<file path="src/hdl/c128_pkg.sv">
package c128_pkg;

   localparam logic [6:0] SymStartB   = 7'd104;
   localparam logic [6:0] SymStop     = 7'd106;
   localparam logic [6:0] CheckMod    = 7'd103;
   localparam logic [6:0] AsciiOffset = 7'd32;
   localparam logic [6:0] LastWeight  = 7'd102;
   localparam logic [6:0] SumReset    = 7'd1;
   localparam logic [6:0] WeightReset = 7'd1;
   localparam int         PatCount    = 107;
   localparam logic [2:0] LastRunIdx  = 3'd5;
   localparam logic [2:0] FinalWidth  = 3'd2;

   // floor(x / 103) for x below 2^14 is this estimate or one more
   localparam logic [7:0] RecipMul    = 8'd159;
   localparam int         RecipShift  = 14;

   localparam int         QueueDepth  = 2;

   typedef enum logic [1:0] {
      F_IDLE,
      F_MUL,
      F_EST,
      F_PUSH
   } front_state_type;

   typedef enum logic [2:0] {
      B_IDLE,
      B_START,
      B_CHAR,
      B_CHECK,
      B_STOP,
      B_FINAL
   } back_state_type;

   typedef struct packed {
      logic       start;
      logic [6:0] symbol;
      logic       last;
      logic [6:0] check;
   } entry_type;

   // six run widths per symbol, one nibble each, bar first in the top nibble
   localparam logic [23:0] PatternTable [PatCount] = '{
      24'h212222, 24'h222122, 24'h222221, 24'h121223, 24'h121322, 24'h131222,
      24'h122213, 24'h122312, 24'h132212, 24'h221213, 24'h221312, 24'h231212,
      24'h112232, 24'h122132, 24'h122231, 24'h113222, 24'h123122, 24'h123221,
      24'h223211, 24'h221132, 24'h221231, 24'h213212, 24'h223112, 24'h312131,
      24'h311222, 24'h321122, 24'h321221, 24'h312212, 24'h322112, 24'h322211,
      24'h212123, 24'h212321, 24'h232121, 24'h111323, 24'h131123, 24'h131321,
      24'h112313, 24'h132113, 24'h132311, 24'h211313, 24'h231113, 24'h231311,
      24'h112133, 24'h112331, 24'h132131, 24'h113123, 24'h113321, 24'h133121,
      24'h313121, 24'h211331, 24'h231131, 24'h213113, 24'h213311, 24'h213131,
      24'h311123, 24'h311321, 24'h331121, 24'h312113, 24'h312311, 24'h332111,
      24'h314111, 24'h221411, 24'h431111, 24'h111224, 24'h111422, 24'h121124,
      24'h121421, 24'h141122, 24'h141221, 24'h112214, 24'h112412, 24'h122114,
      24'h122411, 24'h142112, 24'h142211, 24'h241211, 24'h221114, 24'h413111,
      24'h241112, 24'h134111, 24'h111242, 24'h121142, 24'h121241, 24'h114212,
      24'h124112, 24'h124211, 24'h411212, 24'h421112, 24'h421211, 24'h212141,
      24'h214121, 24'h412121, 24'h111143, 24'h111341, 24'h131141, 24'h114113,
      24'h114311, 24'h411113, 24'h411311, 24'h113141, 24'h114131, 24'h311141,
      24'h411131, 24'h211412, 24'h211214, 24'h211232, 24'h233111
   };

   function automatic logic [23:0] c128_pattern(input logic [6:0] sym);
      logic [23:0] pat;
      if (sym < 7'(PatCount)) begin
         pat = PatternTable[sym];
      end else begin
         pat = PatternTable[0];
      end
      return pat;
   endfunction

endpackage

</file>
<file path="src/hdl/c128_queue.sv">
module c128_queue (
   input  logic                clock,
   input  logic                reset,
   input  logic                push_valid,
   output logic                push_ready,
   input  c128_pkg::entry_type push_entry,
   output logic                pop_valid,
   input  logic                pop_ready,
   output c128_pkg::entry_type pop_entry
);
   import c128_pkg::*;

   localparam int PtrW = (QueueDepth > 1) ? $clog2(QueueDepth) : 1;
   localparam int CntW = $clog2(QueueDepth + 1);

   entry_type        slot_ff [QueueDepth];
   logic [PtrW-1:0]  wr_ptr_ff, wr_ptr_in;
   logic [PtrW-1:0]  rd_ptr_ff, rd_ptr_in;
   logic [CntW-1:0]  count_ff, count_in;
   logic             push_fire;
   logic             pop_fire;

   assign push_ready = (count_ff < CntW'(QueueDepth));
   assign pop_valid  = (count_ff != '0);
   assign pop_entry  = slot_ff[rd_ptr_ff];
   assign push_fire  = push_valid && push_ready;
   assign pop_fire   = pop_valid && pop_ready;

   always_comb begin
      wr_ptr_in = wr_ptr_ff;
      rd_ptr_in = rd_ptr_ff;
      count_in  = count_ff;
      if (push_fire) begin
         wr_ptr_in = (wr_ptr_ff == PtrW'(QueueDepth - 1)) ? '0 : wr_ptr_ff + 1'b1;
      end
      if (pop_fire) begin
         rd_ptr_in = (rd_ptr_ff == PtrW'(QueueDepth - 1)) ? '0 : rd_ptr_ff + 1'b1;
      end
      if (push_fire && !pop_fire) begin
         count_in = count_ff + 1'b1;
      end else if (pop_fire && !push_fire) begin
         count_in = count_ff - 1'b1;
      end
   end

   always_ff @(posedge clock) begin
      if (reset) begin
         wr_ptr_ff <= '0;
         rd_ptr_ff <= '0;
         count_ff  <= '0;
      end else begin
         wr_ptr_ff <= wr_ptr_in;
         rd_ptr_ff <= rd_ptr_in;
         count_ff  <= count_in;
      end
   end

   always_ff @(posedge clock) begin
      if (push_fire) begin
         slot_ff[wr_ptr_ff] <= push_entry;
      end
   end

   a_count_bound: assert property (@(posedge clock) disable iff (reset)
      count_ff <= CntW'(QueueDepth))
      else $error("queue count beyond depth");

endmodule

</file>
<file path="src/hdl/c128_front.sv">
module c128_front (
   input  logic                clock,
   input  logic                reset,
   input  logic                req_valid,
   output logic                req_ready,
   input  logic [6:0]          req_char,
   input  logic                req_last,
   output logic                push_valid,
   input  logic                push_ready,
   output c128_pkg::entry_type push_entry
);
   import c128_pkg::*;

   front_state_type state_ff, state_in;
   logic [6:0]      sym_ff, sym_in;
   logic            last_ff;
   logic            start_ff;
   logic            started_ff, started_in;
   logic [6:0]      weight_ff, weight_in;
   logic [6:0]      sum_ff, sum_in;
   logic [13:0]     prod_ff;
   logic [13:0]     x_ff, x_in;
   logic [6:0]      q_ff, q_in;
   logic [21:0]     est;
   logic [13:0]     rem_wide;
   logic [7:0]      rem_raw;
   logic [6:0]      check;
   logic            accept;
   logic            push_fire;

   // output decode
   always_comb begin
      push_valid = (state_ff == F_PUSH);
      push_fire  = push_valid && push_ready;
      req_ready  = (state_ff == F_IDLE) || push_fire;
      accept     = req_valid && req_ready;
   end

   // next state
   always_comb begin
      state_in = state_ff;
      case (state_ff)
         F_IDLE:  if (accept) state_in = F_MUL;
         F_MUL:   state_in = F_EST;
         F_EST:   state_in = F_PUSH;
         F_PUSH:  begin
            if (push_fire) begin
               state_in = accept ? F_MUL : F_IDLE;
            end
         end
         default: state_in = F_IDLE;
      endcase
   end

   // checksum datapath: multiply, estimate quotient, correct remainder
   always_comb begin
      sym_in     = (req_char < AsciiOffset) ? '0 : req_char - AsciiOffset;
      started_in = accept ? !req_last : started_ff;
      x_in       = 14'(sum_ff) + prod_ff;
      est        = 22'(x_in) * 22'(RecipMul);
      q_in       = est[RecipShift +: 7];
      rem_wide   = x_ff - 14'(q_ff) * 14'(CheckMod);
      rem_raw    = rem_wide[7:0];
      check      = (rem_raw >= 8'(CheckMod)) ? 7'(rem_raw - 8'(CheckMod)) : rem_raw[6:0];
      weight_in  = weight_ff;
      if (state_ff == F_MUL) begin
         if (last_ff) begin
            weight_in = WeightReset;
         end else begin
            weight_in = (weight_ff == LastWeight) ? '0 : weight_ff + 1'b1;
         end
      end
      sum_in = sum_ff;
      if (push_fire) begin
         sum_in = last_ff ? SumReset : check;
      end
   end

   assign push_entry = '{start: start_ff, symbol: sym_ff, last: last_ff, check: check};

   always_ff @(posedge clock) begin
      if (reset) begin
         state_ff   <= F_IDLE;
         started_ff <= 1'b0;
         weight_ff  <= WeightReset;
         sum_ff     <= SumReset;
      end else begin
         state_ff   <= state_in;
         started_ff <= started_in;
         weight_ff  <= weight_in;
         sum_ff     <= sum_in;
      end
   end

   always_ff @(posedge clock) begin
      if (accept) begin
         sym_ff   <= sym_in;
         last_ff  <= req_last;
         start_ff <= !started_ff;
      end
      if (state_ff == F_MUL) begin
         prod_ff <= 14'(sym_ff) * 14'(weight_ff);
      end
      if (state_ff == F_EST) begin
         x_ff <= x_in;
         q_ff <= q_in;
      end
   end

   a_sum_reduced: assert property (@(posedge clock) disable iff (reset)
      sum_ff < CheckMod)
      else $error("checksum not reduced");

   a_weight_reduced: assert property (@(posedge clock) disable iff (reset)
      weight_ff < CheckMod)
      else $error("position weight not reduced");

endmodule

</file>
<file path="src/hdl/c128_back.sv">
module c128_back (
   input  logic                clock,
   input  logic                reset,
   input  logic                pop_valid,
   output logic                pop_ready,
   input  c128_pkg::entry_type pop_entry,
   output logic                rsp_valid,
   input  logic                rsp_ready,
   output logic [2:0]          rsp_width,
   output logic                rsp_space,
   output logic                rsp_last
);
   import c128_pkg::*;

   back_state_type state_ff, state_in;
   logic [2:0]     run_ff, run_in;
   entry_type      cur_ff;
   logic           rsp_valid_ff;
   logic [2:0]     rsp_width_ff;
   logic           rsp_space_ff;
   logic           rsp_last_ff;
   logic           adv;
   logic           emit;
   logic           run_end;
   logic           item_end;
   logic           load;
   logic [6:0]     sym_sel;
   logic [23:0]    pat;
   logic [4:0]     nib_pos;
   logic [2:0]     run_width;
   logic           run_space;
   logic           run_last;
   back_state_type first_state;

   // output decode
   always_comb begin
      adv      = !rsp_valid_ff || rsp_ready;
      emit     = (state_ff != B_IDLE) && adv;
      run_end  = (state_ff == B_FINAL) || (run_ff == LastRunIdx);
      item_end = emit && ((state_ff == B_FINAL) ||
                 (state_ff == B_CHAR && run_ff == LastRunIdx && !cur_ff.last));
      load     = pop_valid && ((state_ff == B_IDLE) || item_end);
      pop_ready = load;
      first_state = pop_entry.start ? B_START : B_CHAR;

      case (state_ff)
         B_START: sym_sel = SymStartB;
         B_CHAR:  sym_sel = cur_ff.symbol;
         B_CHECK: sym_sel = cur_ff.check;
         B_STOP:  sym_sel = SymStop;
         default: sym_sel = '0;
      endcase
      pat     = c128_pattern(sym_sel);
      nib_pos = 5'(4 * LastRunIdx) - {run_ff, 2'b00};
      if (state_ff == B_FINAL) begin
         run_width = FinalWidth;
         run_space = 1'b0;
         run_last  = 1'b1;
      end else begin
         run_width = pat[nib_pos +: 3];
         run_space = run_ff[0];
         run_last  = 1'b0;
      end
   end

   // next state
   always_comb begin
      state_in = state_ff;
      run_in   = run_ff;
      if (emit) begin
         run_in = run_end ? '0 : run_ff + 1'b1;
         if (run_end) begin
            case (state_ff)
               B_START: state_in = B_CHAR;
               B_CHAR:  state_in = cur_ff.last ? B_CHECK : B_IDLE;
               B_CHECK: state_in = B_STOP;
               B_STOP:  state_in = B_FINAL;
               B_FINAL: state_in = B_IDLE;
               default: state_in = B_IDLE;
            endcase
         end
      end
      if (load) begin
         state_in = first_state;
         run_in   = '0;
      end
   end

   always_ff @(posedge clock) begin
      if (reset) begin
         state_ff     <= B_IDLE;
         run_ff       <= '0;
         rsp_valid_ff <= 1'b0;
      end else begin
         state_ff <= state_in;
         run_ff   <= run_in;
         if (adv) begin
            rsp_valid_ff <= (state_ff != B_IDLE);
         end
      end
   end

   always_ff @(posedge clock) begin
      if (load) begin
         cur_ff <= pop_entry;
      end
      if (emit) begin
         rsp_width_ff <= run_width;
         rsp_space_ff <= run_space;
         rsp_last_ff  <= run_last;
      end
   end

   assign rsp_valid = rsp_valid_ff;
   assign rsp_width = rsp_width_ff;
   assign rsp_space = rsp_space_ff;
   assign rsp_last  = rsp_last_ff;

   a_width_range: assert property (@(posedge clock) disable iff (reset)
      rsp_valid_ff |-> (rsp_width_ff >= 3'd1 && rsp_width_ff <= 3'd4))
      else $error("run width out of range");

   a_final_bar: assert property (@(posedge clock) disable iff (reset)
      (rsp_valid_ff && rsp_last_ff) |-> (rsp_width_ff == FinalWidth && !rsp_space_ff))
      else $error("closing run is not a two-module bar");

   a_load_between_items: assert property (@(posedge clock) disable iff (reset)
      load |-> (state_ff == B_IDLE || state_ff == B_CHAR || state_ff == B_FINAL))
      else $error("new request taken in the middle of a symbol");

endmodule

</file>
<file path="src/hdl/code128b_bar_width_encoder_unit.sv">
// Code 128 set B encoder: turns a stream of ASCII characters into bar and
// space run widths, one run per output transfer.
// Request channel: req_tdata[6:0] carries the character, req_tlast marks the
// final character of a message. Codes below 32 encode as a space.
// Response channel: rsp_tdata[2:0] is the run width in modules (1 to 4),
// rsp_tuser is 0 for a dark bar and 1 for a light space, rsp_tlast flags the
// closing 2-module bar of the symbol.
// Each character gives 6 runs; the first of a message is preceded by the
// 6-run start pattern; the last is followed by checksum (6), stop (6) and
// the closing bar (1). Runs leave at one per cycle while rsp_tready is high
// and the queue holds work. The front works through three steps (multiply,
// quotient estimate, remainder fix for the modulo-103 checksum) and can take
// the next request while it pushes the last; a two-entry queue parts it from
// the run sequencer, which sets the sustained rate. An accepted request passes
// the product, estimate and queue registers; its runs leave from the output one.
// Reset clears the checksum to 1, the position weight to 1 and drops any
// queued work. When rsp_tready is low the current run holds in the output
// register; the queue fills and then req_tready drops.
module code128b_bar_width_encoder_unit (
   input  logic       clock,
   input  logic       reset,
   input  logic       req_tvalid,
   output logic       req_tready,
   input  logic [7:0] req_tdata,   // [6:0] char_code, [7] zero
   input  logic       req_tlast,   // is_last
   output logic       rsp_tvalid,
   input  logic       rsp_tready,
   output logic [7:0] rsp_tdata,   // [2:0] run_width, [7:3] zero
   output logic       rsp_tuser,   // is_space
   output logic       rsp_tlast    // last_run
);
   import c128_pkg::*;

   entry_type  push_entry;
   entry_type  pop_entry;
   logic       push_valid;
   logic       push_ready;
   logic       pop_valid;
   logic       pop_ready;
   logic [2:0] rsp_width;

   c128_front u_front (
      .clock      (clock),
      .reset      (reset),
      .req_valid  (req_tvalid),
      .req_ready  (req_tready),
      .req_char   (req_tdata[6:0]),
      .req_last   (req_tlast),
      .push_valid (push_valid),
      .push_ready (push_ready),
      .push_entry (push_entry)
   );

   c128_queue u_queue (
      .clock      (clock),
      .reset      (reset),
      .push_valid (push_valid),
      .push_ready (push_ready),
      .push_entry (push_entry),
      .pop_valid  (pop_valid),
      .pop_ready  (pop_ready),
      .pop_entry  (pop_entry)
   );

   c128_back u_back (
      .clock      (clock),
      .reset      (reset),
      .pop_valid  (pop_valid),
      .pop_ready  (pop_ready),
      .pop_entry  (pop_entry),
      .rsp_valid  (rsp_tvalid),
      .rsp_ready  (rsp_tready),
      .rsp_width  (rsp_width),
      .rsp_space  (rsp_tuser),
      .rsp_last   (rsp_tlast)
   );

   assign rsp_tdata = {5'b00000, rsp_width};

endmodule
</file>
<file path="config.mk">
export PLATFORM = sky130hd
export DESIGN_NAME = code128b_bar_width_encoder_unit
export DESIGN_NICKNAME = d
export VERILOG_FILES = /design/src/hdl/c128_pkg.sv /design/src/hdl/c128_queue.sv /design/src/hdl/c128_front.sv /design/src/hdl/c128_back.sv /design/src/hdl/code128b_bar_width_encoder_unit.sv
export SDC_FILE = /design/constraint.sdc
export NUM_CORES = 1
export LEC_CHECK = 0
export BUFFER_PORTS_ARGS = -buffer_cell sky130_fd_sc_hd__buf_2
export CELL_PAD_IN_SITES_DETAIL_PLACEMENT = 2
export CELL_PAD_IN_SITES_GLOBAL_PLACEMENT = 2
export CORE_UTILIZATION = 40
export CTS_CLUSTER_SIZE = 14
export DETAILED_ROUTE_END_ITERATION = 8
export MAX_ROUTING_LAYER = met4
export PLACE_DENSITY = 0.8
export RECOVER_POWER = 100
export SLEW_MARGIN = 20
export SYNTH_ARGS = -nofsm -noshare
export SYNTH_HDL_FRONTEND = slang
export SYNTH_SLANG_ARGS = --single-unit
export TNS_END_PERCENT = 50
</file>
<file path="constraint.sdc">
create_clock -name clock -period 7.3 [get_ports clock]
set_input_delay 1.46 -clock clock [delete_from_list [all_inputs] [get_ports clock]]
set_output_delay 1.46 -clock clock [all_outputs]
set_load 0.01 [all_outputs]
</file>
Yosys cells after proc, flatten, opt, wreduce, memory -nomap -nowiden
Memory sizes are Yosys's and may differ from the RTL's. A register that Yosys moved wholly into a read port is not among the register bits.
Index checks and enable logic that the tools add are counted.
{"block": "totals", "regBits": 86, "mem_bits_rw": 32, "mem_bits_ro": 3072, "inputBits": 13, "output_inout_bits": 12, "elab_cells": 116, "n_memories": 2}
{"block": "classes", "addsub": 11, "n_mul": 3, "magnitude_cmp": 5, "n_eq_ne": 12, "n_shift": 1, "mux": 28, "bitwise_logic": 1, "reduce_logical": 31}
{"memory": "(name not given)", "depth": 128, "word_bits": 24, "rd": 1, "rd_ports_with_merged_regs": 0, "write_ports": 0, "line_no": "c128_pkg.sv:68", "rtl": "pat = PatternTable[sym];"}
{"memory": "u_queue.slot_ff", "depth": 2, "word_bits": 16, "rd": 1, "rd_ports_with_merged_regs": 1, "write_ports": 1, "line_no": "c128_queue.sv:16", "rtl": "entry_type slot_ff [QueueDepth];"}
{"cell": "24-bit 2-to-1 mux", "n": 3}
{"cell": "7-bit 2-to-1 mux", "n": 4}
{"cell": "7-bit case mux with 4 select lines", "n": 1}
{"cell": "24-bit by 6-bit variable part select with 3-bit output", "n": 1}
{"cell": "14-bit by 8-bit multiplier with 21-bit output, second input constant", "n": 1}
{"cell": "7-bit by 14-bit adder with 14-bit output", "n": 1}
{"cell": "7-bit by 7-bit multiplier with 14-bit output", "n": 1}
{"cell": "2-bit 2-to-1 mux", "n": 6}
{"cell": "3-bit 2-to-1 mux", "n": 4}
{"cell": "3-bit case mux with 4 select lines", "n": 1}
{"cell": "1-bit logical AND", "n": 10}
{"cell": "3-bit == test, second input constant", "n": 3}
{"cell": "8-bit by 7-bit >= comparator with 1-bit output, second input constant", "n": 1}
{"cell": "8-bit >= comparator, second input constant", "n": 1}
{"cell": "7-bit by 7-bit multiplier with 8-bit output, second input constant", "n": 1}
{"cell": "1-bit 2-to-1 mux", "n": 8}
{"cell": "7-bit NOT with 8-bit output", "n": 1}
{"cell": "2-bit case mux with 4 select lines", "n": 1}
{"cell": "2-bit nonzero test", "n": 4}
{"cell": "8-bit subtractor", "n": 1}
{"cell": "7-bit by 1-bit adder with 7-bit output, second input constant", "n": 1}
{"cell": "7-bit == test, second input constant", "n": 1}
{"cell": "7-bit by 6-bit < comparator with 1-bit output, second input constant", "n": 1}
{"cell": "7-bit < comparator, second input constant", "n": 1}
{"cell": "other kinds (21)", "n": 34}

Logic depth before layout (Yosys ltp)
{"block": "logic_depth", "word_depth": 11, "depth_mapped": 26, "ltp_nobuf": 26}

Modules after synthesis
A second synthesis with hierarchy kept.
{"block": "unflattened", "cells_unflattened": 1301, "hier_area_um2": 12177.9}
{"mod": "c128_front", "instances": 1, "cells_per_inst": 744, "area_each_um2": 7209.4}
{"mod": "c128_back", "instances": 1, "cells_per_inst": 478, "area_each_um2": 3559.7}
{"mod": "c128_queue", "instances": 1, "cells_per_inst": 73, "area_each_um2": 1367.6}
{"mod": "code128b_bar_width_encoder_unit", "instances": 1, "cells_per_inst": 6, "area_each_um2": 41.3}

Worst setup path before layout
No wires, ideal clock.
{"block": "synth_timing", "path_kind": "register to register", "start": "reg u_front.prod_ff[0]", "end": "reg u_front.q_ff[6], data pin", "arrival_ns": 5.570, "path_slack_ns": 1.471, "stages_incl_launch_ff": 27, "n_path_buf": 0, "synth_period_minus_slack_ns": 5.829, "cell_sequence": "edfxtp_1 ha_1 fa_1 a21o_1 a21oi_1 o21bai_1 a21oi_1 nor2b_1 nor2_1 nor2_1 xnor2_1 ha_1 a21oi_1 fa_1 inv_1 fa_1 inv_1 fa_1 inv_1 ha_1 and2_1 o21ai_0 o211ai_1 a31oi_1 o21bai_1 a21oi_1 xnor2_1"}
{"block": "synth_between", "elab_chain_len": 2}
{"item": "from (decl)", "line_no": "c128_front.sv:21", "rtl": "logic [13:0] prod_ff;"}
{"item": "from (signal assigned)", "line_no": "c128_front.sv:102", "rtl": "prod_ff <= 14'(sym_ff) * 14'(weight_ff);"}
{"item": "7-bit by 14-bit adder with 14-bit output", "line_no": "c128_front.sv:59", "rtl": "x_in = 14'(sum_ff) + prod_ff;"}
{"item": "14-bit by 8-bit multiplier with 21-bit output", "line_no": "c128_front.sv:60", "rtl": "est = 22'(x_in) * 22'(RecipMul);"}
{"item": "named net u_front.est[20]", "line_no": "c128_front.sv:24", "rtl": "logic [21:0] est;"}
{"item": "to (signal assigned)", "line_no": "c128_front.sv:106", "rtl": "q_ff <= q_in;"}
{"item": "to (decl)", "line_no": "c128_front.sv:23", "rtl": "logic [6:0] q_ff, q_in;"}
The timed path passes the listed nets, and every way through them passes these cells.
A chain may end at the register's enable or synchronous reset.

Worst setup path after layout
Ends and elaborated chain as after synthesis.

==> out/qor.yml <==
outcome: "finished clean"
hp-start: "u_front.started_ff"
layout_common_cells: "181 x inv_1, 130 x ha_1, 90 x edfxtp_1"
place_inst: 1629
ys_seq_area_share_pct: 27.9
vias_per_cell: 5.94
grt_pass1_vias: 11200
drive_above_1_share_pct: 5.64
async_flop_share_pct: 0
cts_root_buffer: "clkbuf_16"
cts_hold_buffers: 0
hold_viol: 0
grt.overflow.total: 0
fin_area_sq_um: 12700
num-nets-final: 1481
synth_top_area_share_pct: 23.0
start_util_pct: 40.9
grt_util_all_layers_pct: 30.2
critPathLaunch: "u_front.prod_ff[0]"
ys_warn_count: 0
nFillCells: 3106
post-route-min-period_ps: 6850
ys.flop_type: "edfxtp_1"
antenna_found_initial: 0
cp-end-kind: "flip-flop"
skew_ps: 23.0
r2r-start: "u_front.prod_ff[0]"
avgSynthCellArea_sq_um: 9.25
worstSetupStartpointType: "flip-flop"
crit_slowest_cell: "fa_1"
dieWidth_microns: 173
crit_buf_inv: 4
final_common_cell: "inv_1"
cp_top_family: "adder cells"
numPortBuffers: 18
postCtsSetupRepairBufs: 0
gp_congestion: 0.938
syn_inst: 1271
cts_sinks: 119
diodes: 0
dieArea_sq_um: 30100
cts_tree: "built"
htree_levels: 4
cap_violations: 0
cts_made_buffers: 17
worstPathMaxFanout: 8
cts_resized: 0
vias: 9868
max_slew_margin_pct: 12.5
core-area_sq_um: 28800
worstMarginPinSlew_ps: 1310
synth.distinct_cells: 68
ff_latch_area_sq_um: 3280
grt_pass1_wl_microns: 67500
worstSkewPairLatency_ps: 440
rows: 62
synth_area_sq_um: 11800
rsz0062_at_grt: "no"
fmax_mhz: 146
drc_errors: 0
path_clk_slew_ps: 70
postPlaceCellArea_sq_um: 12200
fin_cells: 1661
cp.arrival_ps: 7020
ys_ff_latch: 119
detail-route-antenna-nets: 0
critPathRequiredTime_ps: 7460
setup_violations: 0
drtIter0Drc: 740
drv_slew: 0
dp_slack_ps: 587
fin_crit_sh_pct: 93.9
multi_input_area_sq_um: 7480
critPathKind: "reg -> reg"
grt_max_degree: 58
ys_top_cells_by_area: "edfxtp_1 23%, ha_1 14%, fa_1 13%"
setup_slack_ps: 447
synth-edff-count: 90
synth_top_cell_by_area: "edfxtp_1"
io_pins: 25
area_delta_synth_final_pct: 8.32
routedWlPerCell_microns: 25.6
slowest_delay_ps: 550
tns_ps: 0
routed_wl_microns: 42600
drt_pre_antenna_iters: 7
die_h_microns: 173
cts_buffer_depth: 2
dp_hpwl_microns: 29300
min_path_type: "reg -> reg"
==> worst register-to-register path, cell delays in order (launching register included) <==
cell	delay (ps)
edfxtp_1	370
ha_1	250
fa_1	430
a21o_1	190
a21oi_1	240
o21bai_1	140
a21oi_1	350
nor2b_1	120
o21ai_0	210
xnor2_1	440
inv_1	150
fa_1	550
inv_1	40
ha_1	300
fa_1	540
inv_1	60
fa_1	530
inv_1	40
ha_1	200
nor4_1	200
a31o_2	250
o211ai_1	150
a31oi_1	320
o21bai_1	140
a21oi_1	250
xnor2_1	140
==> worst paths after layout <==
path              depth (start not counted)                to  slack [ps]
setup / recovery                         25   u_front.q_ff[6]         450
hold / removal                            1  u_front.start_ff         480
setup reg to reg                         25   u_front.q_ff[6]         450
hold reg to reg                           1  u_front.start_ff         480
==> registers in the layout, summed over array words and instances (netlist names), 2 cells and up, named ones only <==
name,count
u_back.rsp_width,3
u_back.cur_ff,15
u_back.run_ff,3
u_queue.slot_ff,32
u_front.state_ff,2
u_front.prod_ff,14
u_queue.count_ff,2
u_back.state_ff,3
u_front.sym_ff,7
u_front.sum_ff,7
u_front.weight_ff,7
u_front.x_ff,8
u_front.q_ff,7
==> logic make-up (layout without fill, tap and decap cells) <==
| logic type | Yosys count | after routing | share of synthesized area, % |
|---|---|---|---|
| muxes | 24 | 24 | 2.23 |
| and+or+nand+nor | 321 | 321 | 13.4 |
| other | 1 | 5 | 0.0319 |
| adders and majority gates | 204 | 204 | 26.4 |
| AOI/OAI and AO/OA | 282 | 282 | 16.2 |
| DFF | 119 | 119 | 27.9 |
| buffers and inverters | 250 | 252 | 8.55 |
| xor gates and xnor gates | 70 | 70 | 5.21 |
==> synthesized netlist by cell type, drive strengths merged (10+ instances only) <==
master,n
a21o,11
or3,14
fa,74
nor2,79
inv,181
nand4,10
a21oi,62
mux2,18
buf,33
nand2b,16
nand3,18
nand2,83
ha,130
o21ai,55
a211oi,15
o211ai,18
xnor2,50
xor2,20
edfxtp,90
a22oi,12
a31oi,14
dfxtp,29
clkbuf,35
nor2b,18
nor3,32
and2,34
==> metal layers <==
metal	vias to the layer above	wire length (microns)	GRT usage [%]
li1	4406	-	-
met1	5104	17400	35.3
met2	275	22500	53.6
met3	83	1390	3.18
met4	0	1250	10.2
met5	-	0	-
==> final cells by class <==
class	count	area share, %
multi-input cells	906	58.7
flip-flops and latches	119	25.8
repair buffers	38	1.62
clock inverters	15	1.42
well taps	384	3.77
inverters	182	5.36
clock buffers	17	3.34
==> metrics by stage <==
stage	utilization [%]	hold slack (ps)
2_1_floorplan	-	421
3_3_place_gp	42.3	435
6_report	44.3	476
4_1_cts	44.4	480
3_5_place_dp	42.3	442
5_1_grt	44.3	495
Power is left out: the tool's default activity adds up to more than one toggle a clock period on the data nets, which glitch-free logic cannot reach.
